[config.mk]
export PLATFORM = sky130hd
export DESIGN_NAME = bb3_outq
export DESIGN_NICKNAME = d
export VERILOG_FILES = /design/src/hw/rtl/bb3_pkg.sv /design/src/hw/rtl/bb3_outq.sv
export SDC_FILE = /design/constraint.sdc
export NUM_CORES = 1
export LEC_CHECK = 0
export BUFFER_PORTS_ARGS = -buffer_cell sky130_fd_sc_hd__buf_4
export CAP_MARGIN = 20
export CORE_MARGIN = 2
export CORE_UTILIZATION = 30
export CTS_BUF_LIST = sky130_fd_sc_hd__clkbuf_4 sky130_fd_sc_hd__clkbuf_8
export CTS_CLUSTER_DIAMETER = 100
export CTS_CLUSTER_SIZE = 25
export DETAILED_ROUTE_END_ITERATION = 16
export SLEW_MARGIN = 20
export SYNTH_ARGS = -nofsm -noshare
export SYNTH_HDL_FRONTEND = slang
export SYNTH_SLANG_ARGS = --single-unit
[constraint.sdc]
create_clock -name i_clk -period 8.25 [get_ports i_clk]
set_input_delay 1.65 -clock i_clk [delete_from_list [all_inputs] [get_ports i_clk]]
set_output_delay 1.65 -clock i_clk [all_outputs]
set_load 0.02 [all_outputs]
[src/hw/rtl/bb3_pkg.sv]
package bb3_pkg;

    localparam int MaxWidthDef = 1024;
    localparam int FwW         = 11;
    localparam int FhW         = 13;
    localparam int CfgW        = 13;
    localparam int RowW        = FhW + 1;
    localparam int ChW         = 8;
    localparam int PixW        = 3 * ChW;
    localparam int SumW        = 12;

    localparam logic [FwW-1:0] FwReset = 11'd640;
    localparam logic [FhW-1:0] FhReset = 13'd480;

    // floor(s / 9) == (s * 7282) >> 16 for every s up to 9 * 255
    localparam int               DivMulW  = 13;
    localparam logic [DivMulW-1:0] DivMul = 13'd7282;
    localparam int               DivShift = 16;

    localparam int OutDepth = 8;
    localparam int PtrW     = $clog2(OutDepth);
    localparam int OccW     = PtrW + 1;

    typedef enum logic {
        CfgFrameWidth  = 1'b0,
        CfgFrameHeight = 1'b1
    } t_cfg_idx;

    typedef struct packed {
        logic emit;
        logic interior;
        logic last;
    } t_tag;

    typedef struct packed {
        logic s1;
        logic s2;
        logic s3;
    } t_inflight;

    typedef struct packed {
        logic            last;
        logic [PixW-1:0] pix;
    } t_result;

endpackage

[src/hw/rtl/bb3_outq.sv]
module bb3_outq (
    input  logic                          i_clk,
    input  logic                          i_rst_n,
    input  logic                          i_v,
    input  bb3_pkg::t_tag                 i_tag,
    input  logic [2:0][bb3_pkg::SumW-1:0] i_sum,
    input  logic [bb3_pkg::PixW-1:0]      i_center,
    input  logic                          i_ready,
    output logic                          o_valid,
    output logic [bb3_pkg::PixW-1:0]      o_data,
    output logic                          o_last,
    output logic [bb3_pkg::OccW-1:0]      o_occ
);

    localparam int ChW   = bb3_pkg::ChW;
    localparam int ProdW = bb3_pkg::SumW + bb3_pkg::DivMulW;

    bb3_pkg::t_result         r_q_mem [bb3_pkg::OutDepth];
    logic [bb3_pkg::PtrW-1:0] r_wr;
    logic [bb3_pkg::PtrW-1:0] r_rd;
    logic [bb3_pkg::OccW-1:0] r_occ;

    logic [2:0][ProdW-1:0]    prod;
    bb3_pkg::t_result         n_res;
    logic                     push;
    logic                     pop;

    always_comb begin
        for (int c = 0; c < 3; c++) begin
            prod[c] = ProdW'(i_sum[c]) * ProdW'(bb3_pkg::DivMul);
            n_res.pix[c*ChW +: ChW] = i_tag.interior
                ? prod[c][bb3_pkg::DivShift +: ChW]
                : i_center[c*ChW +: ChW];
        end
        n_res.last = i_tag.last;
    end

    assign push = i_v && i_tag.emit;
    assign pop  = o_valid && i_ready;

    always_ff @(posedge i_clk) begin
        if (push) begin
            r_q_mem[r_wr] <= n_res;
        end
    end

    always_ff @(posedge i_clk) begin
        if (!i_rst_n) begin
            r_wr  <= '0;
            r_rd  <= '0;
            r_occ <= '0;
        end else begin
            if (push) r_wr <= r_wr + bb3_pkg::PtrW'(1);
            if (pop)  r_rd <= r_rd + bb3_pkg::PtrW'(1);
            if (push && !pop) begin
                r_occ <= r_occ + bb3_pkg::OccW'(1);
            end else if (pop && !push) begin
                r_occ <= r_occ - bb3_pkg::OccW'(1);
            end
        end
    end

    assign o_valid = r_occ != '0;
    assign o_data  = r_q_mem[r_rd].pix;
    assign o_last  = r_q_mem[r_rd].last;
    assign o_occ   = r_occ;

endmodule

After elaboration in Yosys (flattened, before gate mapping)
Memory sizes are Yosys's and may differ from the RTL's. A register that Yosys moved wholly into a read port is not among the register bits. Cells that the tools add are included.

Output and inout port bits: 30. Input port bits: 67. Bits in writable memories: 200. Word-level logic and storage cells: 28. Memories kept: 1. Flip-flop bits (word level): 10.

Add/subtract/negate cells: 4. Multiply operators: 3. Reduce and logical (&&, ||, !) cells: 8. Mux-type cells: 9.

Memory list: r_q_mem (words 8, width 25, read ports 1, clocked after memory_dff 1, wr ports 1, RTL line bb3_outq.sv:18) `bb3_pkg::t_result r_q_mem [bb3_pkg::OutDepth];`.

Operator list (count): 12-bit by 12-bit multiplier with 23-bit output, second input constant (3); 8-bit 2-to-1 mux (3); 4-bit 2-to-1 mux (2); 3-bit by 1-bit adder with 3-bit output, second input constant (2); 3-bit 2-to-1 mux (2); 4-bit by 1-bit adder with 4-bit output, second input constant (1); 1-bit logical AND (4); 4-bit nonzero test (1); 4-bit by 1-bit subtractor with 4-bit output, second input constant (1); 1-bit zero test (2); 1-bit 2-to-1 mux (2); 2-bit nonzero test (1).

Depth between registers and ports, before layout
Word-level depth: 5. Depth in mapped cells: 18. Mapped depth without buffers: 18.

Least setup slack after synthesis
Ideal clock, no wire load.

Path kind: input port to flip-flop. From: input i_sum[25] in the netlist's numbering. To: memory r_q_mem[0][17] in the netlist's numbering (data pin). Path buffers: 0. Data required time: 7976 ps. Data arrival time: 5694 ps. Setup time: 274 ps. Path slack: 2282 ps. Cell stages on the path: 18. Cell sequence: inv_1 fa_1 inv_1 ha_1 inv_1 fa_1 inv_1 fa_1 inv_1 fa_1 inv_1 ha_1 o21a_1 a21oi_4 o31ai_2 a221o_1 xor2_1 mux2_2.

RTL lines: start, declared (RTL line bb3_outq.sv:6) `input logic [2:0][bb3_pkg::SumW-1:0] i_sum,`; end, declared (RTL line bb3_outq.sv:18).

==> impl_metrics.env <==
export IMPL_clk_insertion_delay_late_ns=0.50
export IMPL_root_buffer="sky130_fd_sc_hd__clkbuf_8"
export IMPL_h_tree_depth=1
export IMPL_async_reset_ff_frac=0
export IMPL_fp_dieArea_mm2=0.0514
export IMPL_crit_family="adder cells"
export IMPL_run_status="complete, no violations"
export IMPL_crit_buf_inv=7
export IMPL_most_common_library_cell_in_the_layout_ignoring_fill_and_taps="sky130_fd_sc_hd__ha_1"
export IMPL_vias_per_cell=4.77
export IMPL_drc=0
export IMPL_finalHoldViolCount=0
export IMPL_chipWidth_um=227
export IMPL_cts_max_path_buffers=3
export IMPL_initialDrtViolationCount=471
export IMPL_synth_avg_cell_area_um2=13.5
export IMPL_synth_flop_cell="sky130_fd_sc_hd__edfxtp_1"
export IMPL_power_static_leakage_nw=6.99
export IMPL_critPathKind="primary input to flop"
export IMPL_areaGrowthSynthToFinish_pct=11.9
export IMPL_worstHoldPathCells=2
export IMPL_finalCritPeriodShare=0.707
export IMPL_hold_end="o_occ[3]"
export IMPL_cts_tree="built"
export IMPL_via_count_of_the_first_global_routing_pass=9329
export IMPL_most_frequent_cells_in_the_layout="sky130_fd_sc_hd__ha_1, sky130_fd_sc_hd__edfxtp_1, sky130_fd_sc_hd__inv_1"
export IMPL_gp_congestion=0.839
export IMPL_timing_reg2reg_setup_slack_ns=5.54
export IMPL_max_cap_viol_count=0
export IMPL_antenna_violations_before_repair=4
export IMPL_die_height_um=227
export IMPL_reg2reg_from="o_occ[0]"
export IMPL_post_synthesis_instance_area_mm2=0.0149
export IMPL_grt_pass1_wl_um=52300
export IMPL_n_antenna_cell=0
export IMPL_post_cts_repair_setup_buffers=0
export IMPL_worst_setup_path_end_kind="flop"
export IMPL_place_detailed_hpwl_um=24600
export IMPL_numPlacedInstances=1847
export IMPL_seq_area_frac_synth=0.421
export IMPL_slowest_delay_ns=0.54
export IMPL_worst_hold_path_type="flop to flop"
export IMPL_grt_max_degree=51
export IMPL_dr_pass1_iters=5
export IMPL_finalSetupViolations=0
export IMPL_layout_filler_cells=4787
export IMPL_r2r_end="o_occ[3]"
export IMPL_worstPathCellList="buf_4 > inv_1 > fa_1 > inv_1 > ha_1 > inv_1 > fa_1 > inv_1 > fa_1 > inv_1 > fa_1 > inv_1 > ha_1 > a21o_1 > a221oi_1 > o21ai_1 > a31o_1 > xor2_1 > mux2_2"
export IMPL_ctsResizeCount=0
export IMPL_ys_types=73
export IMPL_synth_seq_cells=213
export IMPL_slew_limit_headroom=0.467
export IMPL_ios=97
export IMPL_fp_coreArea_mm2=0.0490
export IMPL_multi_input_area_mm2=0.00787
export IMPL_cts_hold_buffers=0
export IMPL_finalWorstPathRequiredPeriod_ns=5.84
export IMPL_worst_setup_path_start_kind="primary input"
export IMPL_synth_enable_flop_cells=200
export IMPL_overflow=0
export IMPL_wl_per_cell_um=17.5
export IMPL_finalSetupTns_ns=0
export IMPL_max_slew_worst_pin_slew_ns=0.792
export IMPL_place_port_buffers=96
export IMPL_worst_ep_required_time_ns=8.48
export IMPL_layout_nets=1558
export IMPL_hold_path_startpoint="o_occ[3]"
export IMPL_clk_pin_slew_ns=0.15
export IMPL_totalWireLength_um=32600
export IMPL_initial_core_util=0.304
export IMPL_sequential_cell_area_mm2=0.00627
export IMPL_syn_instance_count=1102
export IMPL_cts_num_sinks=213
export IMPL_reg2regPathDepth=10
export IMPL_crit_path_max_fanout=8
export IMPL_clock_fmax_mhz=171
export IMPL_drv_slew=0
export IMPL_fin_cells=1863
export IMPL_antenna_violating_nets_remaining=0
export IMPL_worst_ep_arrival_time_ns=6.07
export IMPL_pwr_per_cell_area_mw_per_mm2=309
export IMPL_num_vias=8888
export IMPL_cpMaxStageDelayCell="sky130_fd_sc_hd__fa_1"
export IMPL_numCtsBuffers=12
export IMPL_synth_net_count=1463
export IMPL_ir_worst_vdd_uv=119
export IMPL_grt_setup_unrepaired="no"
export IMPL_grt_total_usage=0.130
export IMPL_placementRows=81
export IMPL_critical_path_most_common_cell="sky130_fd_sc_hd__inv_1"
export IMPL_final_layout_size_suffix_gt1_frac=0.192
export IMPL_ys_warnings_count=0
export IMPL_finalClockSkew_ns=0.0312
worst min-delay path, cell delays in order, from the launching register on:
cell and delay [ns]:
sky130_fd_sc_hd__dfxtp_1 0.35, sky130_fd_sc_hd__o21ai_0 0.07, sky130_fd_sc_hd__a21boi_0 0.07
cells by family after synthesis:
kind of cell / Yosys count / synth area share
flops: 213 / 0.421
mux: 87 / 0.103
buf+inv: 203 / 0.0526
fa+ha+maj: 294 / 0.291
simple gates: 144 / 0.0495
xor+xnor: 29 / 0.0171
compound gates: 132 / 0.0654
Yosys cell counts (15+ instances only):
cell type	number	share of area
sky130_fd_sc_hd__nand2_1	44	0.011
sky130_fd_sc_hd__clkbuf_1	15	0.0038
sky130_fd_sc_hd__a21oi_1	28	0.0094
sky130_fd_sc_hd__inv_1	176	0.044
sky130_fd_sc_hd__fa_1	88	0.12
sky130_fd_sc_hd__mux2_2	32	0.024
sky130_fd_sc_hd__nor2_1	22	0.0055
sky130_fd_sc_hd__a21o_1	17	0.0086
sky130_fd_sc_hd__edfxtp_1	200	0.40
sky130_fd_sc_hd__xnor2_1	22	0.013
sky130_fd_sc_hd__nand3_1	20	0.0067
sky130_fd_sc_hd__ha_1	206	0.17
sky130_fd_sc_hd__mux4_2	50	0.076
cell type report:
cell class	count	share of cell area
Timing Repair Buffer	108	0.0487
Clock inverter	1	0.000976
Multi-Input combinational cell	686	0.473
Tap cell	664	0.0499
Inverter	176	0.0397
Clock buffer	15	0.0116
Sequential cell	213	0.376
power by group:
part,internal [W],total [W],switching (W)
clock,0.000158,0.000455,0.000297
combinational,0.00132,0.00314,0.00182
sequential,0.00151,0.00155,0.0000421
worst max path at each step:
stage	endpoint	from	depth (start not counted)
final	r_q_mem[4][4]	i_sum[7]	19
after global routing	r_q_mem[7][21]	i_sum[25]	19
after CTS	r_q_mem[4][15]	i_sum[19]	18
after detailed placement	r_q_mem[0][4]	i_sum[9]	19
after global placement	r_q_mem[4][15]	i_sum[19]	18
after floorplan	r_q_mem[0][17]	i_sum[25]	18
metrics by stage:
stage          setup slack (ns)  total power [W]  cell area [um2]  utilization  hold WS (ns)
3_3_place_gp               2.00          0.00465            16400        0.336         0.493
5_1_grt                    2.11          0.00562            16700        0.340         0.562
6_report                   2.41          0.00514            16700        0.340         0.517
2_1_floorplan              2.28          0.00384            14900            -         0.467
4_1_cts                    2.43          0.00520            16700        0.340         0.516
3_5_place_dp               1.89          0.00471            16400        0.336         0.496
state kept, by name (all words and copies together), names as in the netlist, named ones only:
register	flops
o_occ	4
r_q_mem	200
r_rd	3
r_wr	3
routing by layer:
layer | up-vias | track usage | part of all wire
li1 | 4185 | - | -
met1 | 4493 | 0.182 | 0.47
met2 | 160 | 0.216 | 0.47
met3 | 42 | 0.0171 | 0.042
met4 | 8 | 0.0259 | 0.018
met5 | - | 0 | 0.0018
Power figures use the tool's default switching activity.
