$ cat src/hw/rtl/bb3_pkg.sv
package bb3_pkg;

    localparam int MaxWidthDef = 1024;
    localparam int FwW         = 11;
    localparam int FhW         = 13;
    localparam int CfgW        = 13;
    localparam int RowW        = FhW + 1;
    localparam int ChW         = 8;
    localparam int PixW        = 3 * ChW;
    localparam int SumW        = 12;

    localparam logic [FwW-1:0] FwReset = 11'd640;
    localparam logic [FhW-1:0] FhReset = 13'd480;

    // floor(s / 9) == (s * 7282) >> 16 for every s up to 9 * 255
    localparam int               DivMulW  = 13;
    localparam logic [DivMulW-1:0] DivMul = 13'd7282;
    localparam int               DivShift = 16;

    localparam int OutDepth = 8;
    localparam int PtrW     = $clog2(OutDepth);
    localparam int OccW     = PtrW + 1;

    typedef enum logic {
        CfgFrameWidth  = 1'b0,
        CfgFrameHeight = 1'b1
    } t_cfg_idx;

    typedef struct packed {
        logic emit;
        logic interior;
        logic last;
    } t_tag;

    typedef struct packed {
        logic s1;
        logic s2;
        logic s3;
    } t_inflight;

    typedef struct packed {
        logic            last;
        logic [PixW-1:0] pix;
    } t_result;

endpackage

$ cat src/hw/rtl/bb3_ctrl.sv
module bb3_ctrl #(
    parameter int MAX_WIDTH = bb3_pkg::MaxWidthDef
) (
    input  logic                      i_clk,
    input  logic                      i_rst_n,
    input  logic                      i_cfg_we,
    input  bb3_pkg::t_cfg_idx         i_cfg_idx,
    input  logic [bb3_pkg::CfgW-1:0]  i_cfg_data,
    input  logic                      i_acc,
    input  logic                      i_cmd,
    input  logic [bb3_pkg::PixW-1:0]  i_pix,
    output logic                      o_v,
    output logic [$clog2(MAX_WIDTH)-1:0] o_col,
    output logic [bb3_pkg::PixW-1:0]  o_pix,
    output bb3_pkg::t_tag             o_tag
);

    localparam int ColW = $clog2(MAX_WIDTH);
    localparam int WW   = ColW + 1;

    logic [bb3_pkg::FwW-1:0]  r_fw;
    logic [bb3_pkg::FhW-1:0]  r_fh;
    logic [ColW-1:0]          r_in_col;
    logic [bb3_pkg::RowW-1:0] r_in_row;
    logic [ColW-1:0]          r_out_col;
    logic [bb3_pkg::FhW-1:0]  r_out_row;

    logic [WW-1:0]            w;
    logic [bb3_pkg::FhW-1:0]  h;
    logic                     draining;
    logic                     ignore;
    logic                     emit;
    logic                     interior;
    logic                     last;
    logic [WW-1:0]            in_col_p1;
    logic [WW-1:0]            out_col_p1;
    logic [bb3_pkg::RowW-1:0] out_row_x;

    always_comb begin
        if (r_fw == '0) begin
            w = WW'(1);
        end else if (32'(r_fw) > MAX_WIDTH) begin
            w = WW'(MAX_WIDTH);
        end else begin
            w = WW'(r_fw);
        end
        h = (r_fh == '0) ? bb3_pkg::FhW'(1) : r_fh;

        draining   = r_in_row >= {1'b0, h};
        ignore     = !draining && i_cmd;
        emit       = (r_in_row >= bb3_pkg::RowW'(2))
                     || (r_in_row == bb3_pkg::RowW'(1) && r_in_col != '0);
        in_col_p1  = {1'b0, r_in_col} + WW'(1);
        out_col_p1 = {1'b0, r_out_col} + WW'(1);
        out_row_x  = {1'b0, r_out_row};
        interior   = (r_out_row != '0)
                     && (out_row_x + bb3_pkg::RowW'(2) <= {1'b0, h})
                     && (r_out_col != '0)
                     && (out_col_p1 + WW'(1) <= w);
        last       = (out_row_x + bb3_pkg::RowW'(1) >= {1'b0, h}) && (out_col_p1 >= w);
    end

    assign o_v          = i_acc && !ignore;
    assign o_col        = r_in_col;
    assign o_pix        = draining ? '0 : i_pix;
    assign o_tag.emit     = emit;
    assign o_tag.interior = interior;
    assign o_tag.last     = last;

    always_ff @(posedge i_clk) begin
        if (!i_rst_n) begin
            r_fw      <= bb3_pkg::FwReset;
            r_fh      <= bb3_pkg::FhReset;
            r_in_col  <= '0;
            r_in_row  <= '0;
            r_out_col <= '0;
            r_out_row <= '0;
        end else if (i_cfg_we) begin
            unique case (i_cfg_idx)
                bb3_pkg::CfgFrameWidth:  r_fw <= i_cfg_data[bb3_pkg::FwW-1:0];
                bb3_pkg::CfgFrameHeight: r_fh <= i_cfg_data[bb3_pkg::FhW-1:0];
            endcase
            r_in_col  <= '0;
            r_in_row  <= '0;
            r_out_col <= '0;
            r_out_row <= '0;
        end else if (o_v) begin
            if (emit && last) begin
                // frame done: start over
                r_in_col  <= '0;
                r_in_row  <= '0;
                r_out_col <= '0;
                r_out_row <= '0;
            end else begin
                if (in_col_p1 >= w) begin
                    r_in_col <= '0;
                    r_in_row <= r_in_row + bb3_pkg::RowW'(1);
                end else begin
                    r_in_col <= in_col_p1[ColW-1:0];
                end
                if (emit) begin
                    if (out_col_p1 >= w) begin
                        r_out_col <= '0;
                        r_out_row <= r_out_row + bb3_pkg::FhW'(1);
                    end else begin
                        r_out_col <= out_col_p1[ColW-1:0];
                    end
                end
            end
        end
    end

endmodule

$ cat config.mk
export PLATFORM = sky130hd
export DESIGN_NAME = bb3_ctrl
export DESIGN_NICKNAME = d
export VERILOG_FILES = /design/src/hw/rtl/bb3_pkg.sv /design/src/hw/rtl/bb3_ctrl.sv
export SDC_FILE = /design/constraint.sdc
export NUM_CORES = 1
export LEC_CHECK = 0
export ABC_AREA = 1
export BUFFER_PORTS_ARGS = -buffer_cell sky130_fd_sc_hd__buf_2
export CORE_MARGIN = 5
export CORE_UTILIZATION = 65
export CTS_BUF_LIST = sky130_fd_sc_hd__clkbuf_8
export DETAILED_ROUTE_END_ITERATION = 6
export GPL_TIMING_DRIVEN = 0
export PLACE_DENSITY = 0.95
export SLEW_MARGIN = 20
export SYNTH_ARGS = -nofsm -noshare
export SYNTH_HDL_FRONTEND = slang
export SYNTH_SLANG_ARGS = --single-unit
$ cat constraint.sdc
create_clock -name i_clk -period 10.5 [get_ports i_clk]
set_input_delay 2.1 -clock i_clk [delete_from_list [all_inputs] [get_ports i_clk]]
set_output_delay 2.1 -clock i_clk [all_outputs]
set_load 0.02 [all_outputs]
## Yosys cells after proc, flatten, opt, wreduce, memory -nomap -nowiden

Cells that the tools add are included.

- Bits in read-only memories: 0
- Memories: 0
- Bits in latches: 0
- Output and inout bits: 38
- Register bits after elaboration: 71
- Input port bits: 43
- RAM bits: 0
- Logic and storage cells: 63

- Divide/modulo/power cells: 0
- $add $sub $neg: 7
- Muxes and demuxes: 14
- Equality and inequality tests: 1
- Shift operators: 0
- Reductions and logical operators: 25
- Multipliers: 0
- Bitwise gates (word level): 2
- Magnitude comparators: 8

Operators by type and width:

| operator | count |
|---|---|
| $mux 13 | 4 |
| $mux 10 | 5 |
| $ge 14x13->1 | 2 |
| $mux 14 | 2 |
| $mux 24 | 1 |
| $add 10x1->11 const B | 2 |
| $ge 11x11->1 | 2 |
| $mux 11 | 2 |
| $reduce_bool 10->1 | 2 |
| $add 13x1->14 const B | 1 |
| $add 13x2->14 const B | 1 |
| $add 14x1->14 const B | 1 |
| $eq 14x1->1 const B | 1 |
| $ge 14x2->1 const B | 1 |
| $le 14x13->1 | 1 |
| $add 13x1->13 const B | 1 |
| $logic_not 13->1 | 1 |
| $reduce_bool 13->1 | 1 |
| $add 11x1->11 const B | 1 |
| $gt 11x11->1 const B | 1 |
| $le 11x11->1 | 1 |
| $logic_not 11->1 | 1 |
| $logic_and 1x1->1 | 8 |
| $reduce_and 2->1 | 4 |
| other kinds (6) | 10 |

## Logic depth before layout (Yosys ltp)

- Depth after elaboration: 8
- Mapped depth: 21
- Depth with buffers taken out: 21

## Least setup slack after synthesis

Ideal clock, no wire load.

- Path kind: reg-to-output
- Start point: reg r_out_col[0]
- End point: out o_tag[1] (netlist bit)
- Path slack: 5.712 ns
- Data arrival time: 2.688 ns
- Cell stages (with the launch flop): 16
- Cell sequence: dfxtp_1 > buf_2 > inv_1 > ha_1 > nand3_2 > nor2_1 > nand4_1 > nand3b_1 > xor2_1 > ha_1 > nand2_1 > nor4_1 > nand4_1 > nand2_1 > nor3b_2 > buf_4

- Word-level cells in the longest chain between the ends: 4
- Elaborated cells on any way between the ends: 6
- Those cells by class: 2 x add/sub; 1 x order compare; 3 x reduce/logical

RTL lines:

| element | line | source |
|---|---|---|
| start: declaration | bb3_ctrl.sv:25 | `logic [ColW-1:0] r_out_col;` |
| start signal: assignment | bb3_ctrl.sv:106 | `r_out_col <= out_col_p1[ColW-1:0];` |
| $add 10x1->11 | bb3_ctrl.sv:54 | `out_col_p1 = {1'b0, r_out_col} + WW'(1);` |
| $add 11x1->11 | bb3_ctrl.sv:59 | `&& (out_col_p1 + WW'(1) <= w);` |
| $le 11x11->1 | bb3_ctrl.sv:59 |  |
| $logic_and 1x1->1 (*) | bb3_ctrl.sv:59 |  |
| end: declaration | bb3_ctrl.sv:15 | `output bb3_pkg::t_tag o_tag` |

Mark *: on every way between the ends. The rest lies on a longest branch, timed or not.

## Final worst setup path

- Start point: reg r_out_col[1]
- End point: out o_tag[1] (netlist bit)

The elaborated chain is that of the path after synthesis.

==> out/results.txt <==
Share of cells above drive strength 1 - 14.1%
DRC violations left - 0
Full die area - 11700 µm²
Root Buffer - clkbuf_8
Seq/Total Area, Yosys - 22.8%
RSZ-0062 raised after global routing - false
Sw Share - 33.9%
Cell row count - 35
Psw - 0.208 mW
Multi-input gate area - 4130 µm²
Register area - 1420 µm²
Number of flops mapped to enable cells by yosys - 0
Type of element launching the critical path - register
Filler cells - 730
Pwr/cell area - 87.8 nW/µm²
PnR worst setup slack - 4770 ps
Highest Clock Rate - 174 MHz
Cell family with most CP delay - simple AND/OR/NAND/NOR gates
Area of the mapped netlist - 6230 µm²
Internal - 0.405 mW
Die Height - 108 µm
#FFs+latches synth - 71
Inserted Diodes - 0
Top-area cell type share of the netlist area - 22.8%
Core ar. - 9280 µm²
Final period util - 54.6%
Post-route ant nets - 0
Final wirelength - 16300 µm
Largest net degree at the start of global routing - 16
Die W - 108 µm
Vias per inst - 5.57
Clock Pin Slew Worst Setup and Hold Paths - 90 ps
Syn avg cell area - 6.68 µm²
Synth area leader - dfxtp_1
Final setup fails - 0
Clock power share - 35.8%
Syn_nets - 1059
Peak supply drop - 0.0690 mV
Crit path max-delay cell type - dfxtp_1
Tmin final - 5730 ps
MaxCap Viol Count - 0
Syn Inst Count - 933
WP buf/inv - 4
Crit path DAT - 3630 ps
CP most frequent cell - nand2_1
Total power - 0.613 mW
H-tree levels - 3
Drt wl/cell - 14.1 µm
Worst hold path class - register to register
Worst Path Required - 8400 ps
1st-iter DRT viols - 531
Combinational power share - 18.2%
Crit-path cells - ha_1, nand2_1, nor2_1, xor2_1, inv_1, nand4_1, nor2_1, nand4_1, nand2_1, inv_1, ha_1, nand2_1, nor2_1, nand3_1, o2111ai_1, nand2_1, nor3b_2, buf_4, buf_2
Gp weighted congestion - 0.945
Sum Neg Setup Slack - 0 ps
Worst Skew - 11.3 ps
Synth area leaders - dfxtp_1 (23%), ha_1 (17%), nand2_1 (11%), inv_1 (8.0%), nor2_1 (7.5%)
Grt total ovfl - 0
Pre-antenna DRT Iters - 5
Clk_lat worst skew - 360 ps
Final Hold Vio Count - 0
Outcome - complete, no violations
PortBufs - 80
Initial Utilization - 67.2%
YS warnings - 0
Area Growth Syn to Fin - 12.0%
DP Wirelength - 12700 µm
Crit Path Class - register to primary output
Ys async rst share - 0%
Post-CTS setup buffers - 0
Clk sinks - 71
R2R setup slack - 7000 ps
Largest stage delay on the critical path - 440 ps
Slew @ Worst Pin - 883 ps
Sequential share of power - 46.0%
Post-CTS Resized - 0
Leakage - 3.54 nW
Bufs on Longest Clock Path - 2
Crit path max fanout - 6
Overall routing resource usage - 28.4%
CP endpoint kind - primary output
Via count - 6448
Final net count - 1150
Max-slew violations - 0
TritonCTS clock tree - done
Setup WS pre-CTS - 5210 ps
TritonCTS Buffers - 9
Initial antenna violation count - 0
Hold Buf Count CTS - 0
I/O pin count - 81
First-pass GRT wire length - 26900 µm
Vias in the first global route - 6021
Max transition margin - 40.9%
Post-synth top flop - dfxtp_1
Synth unique cells - 46
[layer usage]
layer	share of wire, %	GRT usage (%)	vias up
met4	3.2	12.4	0
met2	44	47.1	332
met3	9.8	4.60	50
met1	43	36.4	2845
li1	-	-	3221
met5	0	0	-
[cell type report]
class                      instances  share of cell area [%]
buffer                            27                    2.19
clock buffer                       9                    1.77
clock inverter                     7                   0.878
inverter                         141                    7.62
multi-input combinational        694                    59.1
sequential                        71                    20.4
tap                              129                    2.31
timing repair buffer              80                    5.73
[power by group through the flow]
stage	Clock, mW	Combinational, mW	Sequential, mW
2_1_floorplan	0	0.0723	0.288
3_3_place_gp	0	0.105	0.288
3_5_place_dp	0	0.109	0.288
4_1_cts	0.220	0.110	0.282
5_1_grt	0.232	0.125	0.283
6_report	0.219	0.111	0.282
[worst paths after layout]
check | from | end | cells past startpoint
max reg2reg | r_out_col[1] | r_in_row[13] | 21
max | r_out_col[1] | o_tag[1] | 19
min reg2reg | r_out_row[12] | r_out_row[12] | 2
min | r_out_row[12] | r_out_row[12] | 2
[worst reg2reg max path, cell delays in order (launching register included)]
cell and delay (ps):
dfxtp_1 440, ha_1 260, nand2_1 70, nor2_1 200, nand3_1 150, nor2_1 110
nand2_1 110, xor2_1 250, inv_2 100, ha_1 320, inv_1 70, nor3_2 210
nand2_1 80, nor2_1 120, nor2_1 80, nand2_4 140, nand3_4 160, nand2_4 140
nand2_2 80, buf_6 150, nand2_1 80, a21oi_1 60
[flip-flops by register name, indices dropped and copies added, names as in the netlist]
signal,cells
r_in_row,14
r_fh,13
r_out_row,13
o_col,10
r_out_col,10
r_fw,11
[through the flow]
step                cell area (µm²)  hold slack, ps  util (%)  std cells
floorplan                      6230             452         -        933
global placement               6800             480      73.2       1142
detailed placement             6800             477      73.2       1142
CTS                            6980             497      75.2       1158
global route                   6980             526      75.2       1158
finish                         6980             497      75.2       1158
[synth_stat cells (all sizes together) (3+ instances only)]
master,instances
a21oi,57
buf,15
clkbuf,12
clkinv,3
dfxtp,71
ha,83
inv,138
nand2,195
nand3,53
nand4,32
nor2,128
nor3,16
nor4,11
o211ai,5
o21ai,59
xnor2,4
xor2,40
[logic make-up (layout without fill, tap and decap cells)]
family                     count (synthesis)  in the layout  synth area share (%)
and+or+nand+nor                          438            438                  31.9
buffers and inverters                    168            264                  11.0
AOI/OAI and AO/OA                        129            129                  11.0
adders and majority gates                 83             83                  16.7
DFF                                       71             71                  22.8
xor gates and xnor gates                  44             44                  6.60
[cells in the final DEF (no fill, tap or decap), types with 4 or more instances in the layout]
cell	count
o21ai_1	9
inv_2	4
o211ai_1	5
buf_2	87
xor2_1	38
nand3_4	4
inv_6	4
buf_4	5
clkbuf_1	11
nand3_1	47
ha_1	83
xnor2_1	4
nand2_1	189
clkbuf_8	9
inv_1	133
nor2_1	124
a21oi_1	56
o21ai_0	49
nor4_1	11
nand4_1	30
nor3_1	13
dfxtp_1	71
Note: power is estimated with default switching activity, not from simulation.
